**src/rtl/f2i_pkg.sv**
```systemverilog
// ----------------------------------------------------------------------------
// f2i_pkg
// shared types and constants for the single-precision to integer converter
// ----------------------------------------------------------------------------
package f2i_pkg;

	typedef enum logic [1:0] {
		RM_NEAREST = 2'd0,
		RM_DOWN    = 2'd1,
		RM_UP      = 2'd2,
		RM_ZERO    = 2'd3
	} rmode_t;

	localparam logic [63:0] IND64 = 64'h8000_0000_0000_0000;
	localparam logic [63:0] IND32 = 64'h0000_0000_8000_0000;
	localparam logic [7:0]  EXP_SPECIAL = 8'hFF;

	typedef struct packed {
		logic        sign;
		logic        wide;
		logic        special;
		logic        big;
		logic [63:0] mag;
		logic        inc;
	} stage_t;

endpackage

```
**src/rtl/float32_to_int_convert.sv**
```systemverilog
// ----------------------------------------------------------------------------
// float32_to_int_convert
// single-precision to signed 32/64-bit integer conversion
// ----------------------------------------------------------------------------
// One word is taken per cycle whenever start is high; busy is always low.
// The result reaches done through the input register, then alignment and
// rounding into the result register. Results cannot be held
// off, so every accepted word yields exactly one done pulse.
module float32_to_int_convert (
	input  logic        clk,
	input  logic        arst_n,
	input  logic        start,
	output logic        busy,
	input  logic        kind,
	input  logic        wide,
	input  logic [31:0] float_bits,
	input  logic        cfg_valid,
	output logic        cfg_ready,
	input  logic [1:0]  cfg_data,
	output logic        done,
	output logic [63:0] int_result
);
	f2i_pkg::rmode_t mode_q;
	logic            v_s1, v_s2;
	logic            kind_s1, wide_s1;
	logic [31:0]     bits_s1;
	f2i_pkg::stage_t st;
	logic [63:0]     res_s2;
	logic [64:0]     m;
	logic [63:0]     res;

	assign busy      = 1'b0;
	assign cfg_ready = 1'b1;

	always_ff @(posedge clk or negedge arst_n) begin
		if (!arst_n) begin
			mode_q <= f2i_pkg::RM_NEAREST;
			v_s1   <= 1'b0;
			v_s2   <= 1'b0;
		end else begin
			if (cfg_valid && cfg_ready)
				mode_q <= f2i_pkg::rmode_t'(cfg_data);
			v_s1 <= start && !busy;
			v_s2 <= v_s1;
		end
	end

	always_ff @(posedge clk) begin
		kind_s1 <= kind;
		wide_s1 <= wide;
		bits_s1 <= float_bits;
		res_s2  <= res;
	end

	f2i_align u_align (
		.kind       (kind_s1),
		.wide       (wide_s1),
		.float_bits (bits_s1),
		.mode_cfg   (mode_q),
		.st         (st)
	);

	always_comb begin
		m = {1'b0, st.mag} + {64'd0, st.inc};
		if (st.special || st.big)
			res = st.wide ? f2i_pkg::IND64 : f2i_pkg::IND32;
		else if (st.wide) begin
			if (m > (st.sign ? 65'h0_8000_0000_0000_0000 : 65'h0_7FFF_FFFF_FFFF_FFFF))
				res = f2i_pkg::IND64;
			else
				res = st.sign ? (64'd0 - m[63:0]) : m[63:0];
		end else begin
			if (m > (st.sign ? 65'h0_0000_0000_8000_0000 : 65'h0_0000_0000_7FFF_FFFF))
				res = f2i_pkg::IND32;
			else
				res = {32'd0, st.sign ? (32'd0 - m[31:0]) : m[31:0]};
		end
	end

	assign done       = v_s2;
	assign int_result = res_s2;

	a_pipe: assert property (@(posedge clk) disable iff (!arst_n)
		start |=> ##1 done) else $error("lost word");
	a_hi: assert property (@(posedge clk) disable iff (!arst_n)
		(v_s1 && !wide_s1) |=> (int_result[63:32] == 32'd0)) else $error("narrow high");
	a_nan: assert property (@(posedge clk) disable iff (!arst_n)
		(v_s1 && bits_s1[30:23] == 8'hFF && wide_s1) |=> int_result == f2i_pkg::IND64)
		else $error("special");
endmodule

```
**src/rtl/f2i_align.sv**
```systemverilog
// ----------------------------------------------------------------------------
// f2i_align
// aligns the significand and decides the rounding increment
// ----------------------------------------------------------------------------
module f2i_align (
	input  logic                 kind,
	input  logic                 wide,
	input  logic [31:0]          float_bits,
	input  f2i_pkg::rmode_t      mode_cfg,
	output f2i_pkg::stage_t      st
);
	logic        sign;
	logic [7:0]  expo;
	logic [23:0] sig;
	logic [8:0]  e;
	logic [87:0] ext;
	logic [63:0] mag;
	logic        guard;
	logic        sticky;
	logic        inexact;
	logic        inc;
	f2i_pkg::rmode_t mode;

	always_comb begin
		sign  = float_bits[31];
		expo  = float_bits[30:23];
		sig   = (expo == 8'd0) ? {1'b0, float_bits[22:0]} : {1'b1, float_bits[22:0]};
		e     = (expo == 8'd0) ? 9'd1 : {1'b0, expo};
		mode  = kind ? mode_cfg : f2i_pkg::RM_ZERO;
		// fixed point: value = ext[87:24] . ext[23:0], binary point at 24
		ext   = 88'd0;
		if (e >= 9'd126 && e <= 9'd190)
			ext = {64'd0, sig} << (e - 9'd126);
		mag     = ext[87:24];
		guard   = ext[23];
		sticky  = (e < 9'd126) ? (sig != 24'd0) : (ext[22:0] != 23'd0);
		if (e < 9'd126)
			guard = 1'b0;
		inexact = guard | sticky;
		if (e < 9'd126)
			inexact = sig != 24'd0;
		unique case (mode)
			f2i_pkg::RM_NEAREST: inc = guard & (sticky | mag[0]);
			f2i_pkg::RM_DOWN:    inc = inexact & sign;
			f2i_pkg::RM_UP:      inc = inexact & ~sign;
			default:             inc = 1'b0;
		endcase
		st.sign    = sign;
		st.wide    = wide;
		st.special = (expo == f2i_pkg::EXP_SPECIAL);
		st.big     = (e > 9'd190);
		st.mag     = mag;
		st.inc     = inc;
	end
endmodule
```
**config.mk**
```make
export PLATFORM = sky130hd
export DESIGN_NAME = float32_to_int_convert
export DESIGN_NICKNAME = d
export VERILOG_FILES = /design/src/rtl/f2i_pkg.sv /design/src/rtl/float32_to_int_convert.sv /design/src/rtl/f2i_align.sv
export SDC_FILE = /design/constraint.sdc
export NUM_CORES = 1
export LEC_CHECK = 0
export BUFFER_PORTS_ARGS = -buffer_cell sky130_fd_sc_hd__buf_2
export CAP_MARGIN = 20
export CORE_AREA = 2 2 143 172
export CTS_CLUSTER_DIAMETER = 150
export DETAILED_ROUTE_END_ITERATION = 8
export DIE_AREA = 0 0 145 174
export GPL_TIMING_DRIVEN = 0
export PLACE_DENSITY = 0.8
export SLEW_MARGIN = 20
export SYNTH_ARGS = -nofsm -noshare
export SYNTH_HDL_FRONTEND = slang
export SYNTH_HIERARCHICAL = 1
export SYNTH_SLANG_ARGS = --single-unit
```
**constraint.sdc**
```tcl
create_clock -name clk -period 9.7 [get_ports clk]
set_input_delay 0 -clock clk [delete_from_list [all_inputs] [get_ports clk]]
set_output_delay 0 -clock clk [all_outputs]
set_load 0.02 [all_outputs]
```
After elaboration in Yosys (flattened, before gate mapping)

Cells that the tools add are included.

Register bits: 102
Logic and storage cells: 50
Output and inout port bits: 67

Equality and inequality tests: 3
Mux-type cells: 17
$add $sub $neg: 4
Shift-type cells: 1
$lt $le $gt $ge: 6
Bitwise operators: 6
Reduce and logical (&&, ||, !) cells: 6

Operators with widths:

| operator                                                        | number |
|---|---|
| 2-to-1 mux 64 bit                                               | 6 |
| 2-to-1 mux 32 bit                                               | 3 |
| 2-to-1 mux 88 bit                                               | 1 |
| left shift 24 x 9 -> 88 bit                                     | 1 |
| adder 64 x 1 -> 65 bit                                          | 1 |
| greater-than comparator 65 x 32 -> 1 bit                        | 1 |
| greater-than comparator 65 x 64 -> 1 bit                        | 1 |
| subtractor 1 x 64 -> 64 bit (first input constant)              | 1 |
| subtractor 1 x 32 -> 32 bit (first input constant)              | 1 |
| 2-to-1 mux 24 bit                                               | 1 |
| nonzero test 24 bit                                             | 1 |
| nonzero test 23 bit                                             | 1 |
| >= comparator 9 x 7 -> 1 bit (second input constant)            | 1 |
| greater-than comparator 9 x 8 -> 1 bit (second input constant)  | 1 |
| less-or-equal comparator 9 x 8 -> 1 bit (second input constant) | 1 |
| less-than comparator 9 x 7 -> 1 bit (second input constant)     | 1 |
| subtractor 9 x 7 -> 9 bit (second input constant)               | 1 |
| == test 8 bit (second input constant)                           | 1 |
| logical NOT 8 bit                                               | 1 |
| 2-to-1 mux 8 bit                                                | 1 |
| AND 1 bit                                                       | 3 |
| 2-to-1 mux 1 bit                                                | 3 |
| case mux 1 bit (3 select lines)                                 | 1 |
| == test 2 x 1 -> 1 bit (second input constant)                  | 1 |
| 7 further kinds                                                 | 8 |

Logic depth before layout (Yosys ltp)

Word-level depth: 17
Mapped depth: 38
Depth with buffers taken out: 27

By module

Netlist, hierarchy kept.

Modules (own cells, without submodules):

| module                 | sequential area each (um^2) | cells an instance | instances | area an instance (um^2) |
|---|---|---|---|---|
| float32_to_int_convert | 2062.0                      | 1002              | 1         | 7901.3 |
| f2i_align              | 0.0                         | 607               | 1         | 3697.3 |

Worst setup path before layout

No wires, ideal clock.

Kind: register to register
Start point: reg bits_s1[25]
End point: reg res_s2[47] (netlist: int_result[47])
Cell stages (with the launch flop): 34
Slack: 2.092 ns
Required time: 9.628 ns
Data arrival time: 7.536 ns
Cells stage by stage: dfxtp_1 -> buf_6 -> or4_1 -> buf_2 -> o21ai_4 -> buf_6 -> mux2i_1 -> a211o_1 -> a211o_1 -> a211oi_2 -> nand4b_1 -> o21ai_1 -> a31oi_1 -> buf_4 -> ha_1 -> ha_1 -> buf_4 -> and4_1 -> buf_2 -> nand4_1 -> buf_2 -> or4_1 -> clkbuf_1 -> or4_1 -> xnor2_1 -> ha_1 -> a21o_1 -> a2111oi_0 -> o311ai_0 -> a21oi_1 -> clkbuf_1 -> clkbuf_1 -> nand2_1 -> mux2i_1

Cells in the longest elaborated chain, start to end: 17

Ends and longest elaborated chain:

| item                                                             | RTL line                         | RTL |
|---|---|---|
| start: declaration                                               | float32_to_int_convert.sv:26     | `logic [31:0] bits_s1;` |
| start signal: assignment                                         | float32_to_int_convert.sv:51     | `bits_s1 <= float_bits;` |
| logical NOT 8 bit                                                | f2i_align.sv:27, f2i_align.sv:28 |  |
| 2-to-1 mux 8 bit                                                 | f2i_align.sv:28                  | `e = (expo == 8'd0) ? 9'd1 : {1'b0, expo};` |
| subtractor 9 x 7 -> 9 bit (tied with other cells)                | f2i_align.sv:33                  | `ext = {64'd0, sig} << (e - 9'd126);` |
| left shift 24 x 9 -> 88 bit or logical AND 1 bit (tied branches) | f2i_align.sv:33, f2i_align.sv:32 |  |
| 2-to-1 mux 88 bit                                                | f2i_align.sv:32                  | `if (e >= 9'd126 && e <= 9'd190)` |
| nonzero test 23 bit                                              | f2i_align.sv:36                  | `sticky = (e < 9'd126) ? (sig != 24'd0) : (ext[22:0] != 23'd0);` |
| 2-to-1 mux 1 bit                                                 | f2i_align.sv:36                  |  |
| OR 1 bit                                                         | f2i_align.sv:39                  | `inexact = guard \| sticky;` |
| [... 2 more ...]                                                 | -                                |  |
| case mux 1 bit (3 select lines) (*)                              | f2i_align.sv:42                  | `unique case (mode)` |
| named net u_align.inc                                            | f2i_align.sv:21                  | `logic inc;` |
| adder 64 x 1 -> 65 bit (*)                                       | float32_to_int_convert.sv:64     | `m = {1'b0, st.mag} + {64'd0, st.inc};` |
| subtractor 1 x 64 -> 64 bit                                      | float32_to_int_convert.sv:71     | `res = st.sign ? (64'd0 - m[63:0]) : m[63:0];` |
| 2-to-1 mux 64 bit                                                | float32_to_int_convert.sv:71     |  |
| 2-to-1 mux 64 bit (*)                                            | float32_to_int_convert.sv:68     | `if (m > (st.sign ? 65'h0_8000_0000_0000_0000 : 65'h0_7FFF_FFFF_FFFF_FFFF))` |
| 2-to-1 mux 64 bit (*)                                            | float32_to_int_convert.sv:67     | `else if (st.wide) begin` |
| 2-to-1 mux 64 bit (*)                                            | float32_to_int_convert.sv:65     | `if (st.special \|\| st.big)` |
| end signal: assignment                                           | float32_to_int_convert.sv:52     | `res_s2 <= res;` |
| end: declaration                                                 | float32_to_int_convert.sv:28     | `logic [63:0] res_s2;` |

Mark *: on every way through the listed nets, which the timed path passes. The rest lies on a longest branch.
A chain may end at the register's enable or synchronous reset.

Worst setup path after layout

Start point: reg bits_s1[27]
End point: reg res_s2[7] (netlist: int_result[7])

Cells in the longest elaborated chain, start to end: 17

Ends and longest elaborated chain:

| item                                                                       | RTL line |
|---|---|
| logical NOT 8 bit                                                          | f2i_align.sv:27, f2i_align.sv:28 |
| 2-to-1 mux 8 bit                                                           | f2i_align.sv:28 |
| subtractor 9 x 7 -> 9 bit (tied with other cells)                          | f2i_align.sv:33 |
| left shift 24 x 9 -> 88 bit or logical AND 1 bit (tied branches)           | f2i_align.sv:33, f2i_align.sv:32 |
| 2-to-1 mux 88 bit                                                          | f2i_align.sv:32 |
| nonzero test 23 bit                                                        | f2i_align.sv:36 |
| 2-to-1 mux 1 bit                                                           | f2i_align.sv:36 |
| OR 1 bit                                                                   | f2i_align.sv:39 |
| [... 2 more ...]                                                           | - |
| case mux 1 bit (3 select lines) (*)                                        | f2i_align.sv:42 |
| named net u_align.inc                                                      | f2i_align.sv:21 |
| adder 64 x 1 -> 65 bit (*)                                                 | float32_to_int_convert.sv:64 |
| subtractor 1 x 64 -> 64 bit or subtractor 1 x 32 -> 32 bit (tied branches) | float32_to_int_convert.sv:71, float32_to_int_convert.sv:76 |
| 2-to-1 mux 64 bit or 2-to-1 mux 32 bit (tied branches)                     | float32_to_int_convert.sv:71, float32_to_int_convert.sv:76 |
| 2-to-1 mux 64 bit or 2-to-1 mux 32 bit (tied branches)                     | float32_to_int_convert.sv:68, float32_to_int_convert.sv:73 |
| 2-to-1 mux 64 bit (*)                                                      | float32_to_int_convert.sv:67 |
| 2-to-1 mux 64 bit (*)                                                      | float32_to_int_convert.sv:65 |

Marks and branches as above.

==> results.json <==
{
  "status": "finished clean",
  "dp_hpwl_um": 39900,
  "fp.dieH_um": 174,
  "power_frac_seq_pct": 32.6,
  "post-route-drc-count": 0,
  "rsz0062_at_grt": "false",
  "synthDistinctLibCells": 87,
  "p_per_area_mw_per_mm2": 111,
  "initialDrtViolationCount": 1440,
  "multi_input_area_mm2": 0.00891,
  "seq_area_mm2": 0.00206,
  "utilization_pct": 56.2,
  "route.met3.wl_um": 3970,
  "worstSkewPairLatency_ps": 370,
  "cts_root_buf": "clkbuf_16",
  "ys_ff_latch": 102,
  "overflow": 0,
  "path_clk_slew_ps": 80,
  "slew_viol_final": 0,
  "crit_path_end_kind": "flop",
  "worst-r2r-cell-count": 32,
  "cp-startpoint": "bits_s1[27]",
  "cts_sinks": 102,
  "die_x_um": 145,
  "port_buffers": 104,
  "worstPathMaxFanout": 10,
  "ir_drop_mv": 0.0825,
  "vias": 13900,
  "min_path_type": "in2reg",
  "fin_tns_setup_ps": 0,
  "start_util_pct": 49.0,
  "synthFlopType": "dfxtp_1",
  "antenna_found_initial": 0,
  "worst_slew_pin_slew_ps": 1140,
  "nets": 1878,
  "p_int_uw": 866,
  "std_cell_rows": 62,
  "synth_edf_count": 0,
  "postSynth.asyncResetShare_pct": 3.92,
  "numCtsBuffers": 9,
  "drive_gt1_share_pct": 12.5,
  "slowest_delay_ps": 680,
  "period_minus_slack_ps": 9600,
  "routedWlPerCell_um": 24.2,
  "finClkSkew_ps": 15.4,
  "top_layer": "met4",
  "worstReg2RegStart": "bits_s1[27]",
  "cts_tree": "done",
  "clock_path_buffers": 2,
  "core_mm2": 0.0237,
  "drt-met1-wl_um": 17700,
  "timing.rr.end": "int_result[7]",
  "grt_usage_pct": 39.0,
  "synthTopCellsByArea": "dfxtp_1 (17%), ha_1 (7.8%), nand2_1 (5.0%), a21oi_1 (4.9%), nor2_1 (4.9%)",
  "io_pins": 107,
  "min_delay_path_depth": 2,
  "cp.arrival_ps": 9840,
  "fmax_mhz": 104,
  "grt_pass1_vias": 13500,
  "ant_nets": 0,
  "crit_required_ps": 9930,
  "pwr-share-comb_pct": 43.0,
  "synth_cells": 1609,
  "antenna_cells": 0,
  "clockPowerShare_pct": 24.5,
  "h-tree-depth": 3,
  "yosysSeqAreaShare_pct": 17.8,
  "via_per_inst": 6.67,
  "grt_pass1_wl_um": 76700,
  "start_kind": "flop",
  "fill_cells": 2315,
  "met2_length_um": 23600,
  "hold_path_end": "bits_s1[8]",
  "synth_top_area_share_pct": 16.9,
  "syn_area_per_cell_um2": 7.21,
  "place_congestion": 1.11,
  "total_power_mw": 1.48,
  "critPathSlowestCell": "o211ai_1",
  "swShare_pct": 41.5,
  "wirelength_um": 50700,
  "die_area_mm2": 0.0252,
  "setup_violations": 0,
  "worstSetupPathType": "reg2reg",
  "ff2ff_setup_slack_ps": 100,
  "leakagePower_nw": 5.62,
  "synth-warning-count": 6,
  "fin_crit_sh_pct": 99.0,
  "syn2layout_area_growth_pct": 14.7,
  "dr.pass1.iters": 6,
  "hold_viol_final": 0,
  "worstHoldStart": "float_bits[8]",
  "grt_max_degree": 64,
  "syn_area_mm2": 0.0116,
  "maxCapViolCount": 0,
  "yosysTopAreaCell": "dfxtp_1",
  "synth_nets": 1721,
  "switchingPower_uw": 614,
  "cp_common_cell": "buf_2",
  "slew_headroom_pct": 23.0
}
[Yosys cell counts, drive strengths merged, types with 17 or more instances]
master  instances
a21oi         115
or4            21
clkbuf         73
nand3          71
o22ai          33
inv            54
o21ai          72
xnor2          52
o31ai          23
nand2b         19
nor3           54
dfxtp          98
or3            24
o21a           17
xor2           42
buf            37
nand4          44
and3           31
nor2          150
nand2         153
mux2i          37
ha             72
nor4           49
a31oi          20
[what timing repair did]
item / CTS / global route
pin swaps: 0 / 1
resized for setup: 8 / 21
endpoints found under the hold margin: 41 / 0
buffers inserted: 0 / 1
hold buffers: 41 / 0
endpoints found under the setup margin: 61 / 64
[area by class of cell]
type,count,share of cell area [%]
Multi-Input combinational cell,1342,67.0
Sequential cell,102,15.5
Timing Repair Buffer,147,7.09
Buffer,109,3.72
Tap cell,320,3.01
Clock buffer,12,1.93
Inverter,55,1.55
Clock inverter,4,0.226
[stage by stage]
stage	instances	hold WS, ps	cell area, µm²	worst slack (ps)
2_1_floorplan	1609	-296	11600	2090
3_3_place_gp	2033	-195	12500	-544
3_5_place_dp	2034	-192	12500	-642
4_1_cts	2091	256	13200	6.97
5_1_grt	2091	271	13300	44.7
6_report	2091	263	13300	96.2
[state kept, by name (all words and copies together), names as in the netlist]
name	flops
int_result	64
wide_s1	1
mode_q	2
v_s1	1
bits_s1	32
kind_s1	1
done	1
[critical path, delay by kind of cell, from the launching register on]
family	cells	cell delay, ps
adder cells (fa/ha/maj)	3	730
AO/OA/AOI/OAI	13	3970
AND/OR/NAND/NOR	8	2140
multiplexers	1	640
buffers and inverters	7	1650
flip-flops	1	310
[worst max-delay path by stage]
stage	slack (ps)	end
after floorplan	2090	int_result[47]
after global placement	-540	int_result[47]
after detailed placement	-640	int_result[55]
after CTS	7	int_result[54]
after global routing	40	int_result[18]
final	100	int_result[7]
[metal layers]
metal  vias up  track usage (%)
met5         -                0
met4         0             36.8
met3       274             7.27
met2       844             66.5
met1      6435             40.4
li1       6389                -
[power groups by stage]
stage / logic, mW / clock network (mW) / registers (mW)
after floorplan: 0.355 / 0 / 0.536
after global placement: 0.591 / 0 / 0.491
after detailed placement: 0.594 / 0 / 0.491
after CTS: 0.611 / 0.361 / 0.482
after global routing: 0.672 / 0.378 / 0.487
final: 0.636 / 0.362 / 0.482
[cell families after synthesis]
logic type,count (synthesis),synth area share [%]
buffers and inverters,165,5.98
other,2,0.0647
DFF,102,17.8
and+or+nand+nor,683,30.3
muxes,58,5.94
xor gates and xnor gates,94,7.10
adders and majority gates,72,7.77
AOI/OAI and AO/OA,433,25.1
[cells in the final DEF, fill, tap and decap left out, types with 13 or more instances in the layout]
cell type      count
clkbuf_1          64
ha_1              72
nor4_1            42
nand4_1           44
inv_1             53
a21oi_1          112
buf_2            124
nor2_1           149
o31ai_1           23
dlygate4sd3_1     41
o21ai_0           69
o22ai_1           33
or3_1             24
nand3_1           70
or2_2             13
and3_1            31
or4_1             21
dfxtp_1           98
nand2b_1          19
o21a_1            17
o211ai_1          16
xor2_1            42
nand2_1          152
nor3_1            54
mux2i_1           36
a31oi_1           20
xnor2_1           52
Power figures use the tool's default switching activity.
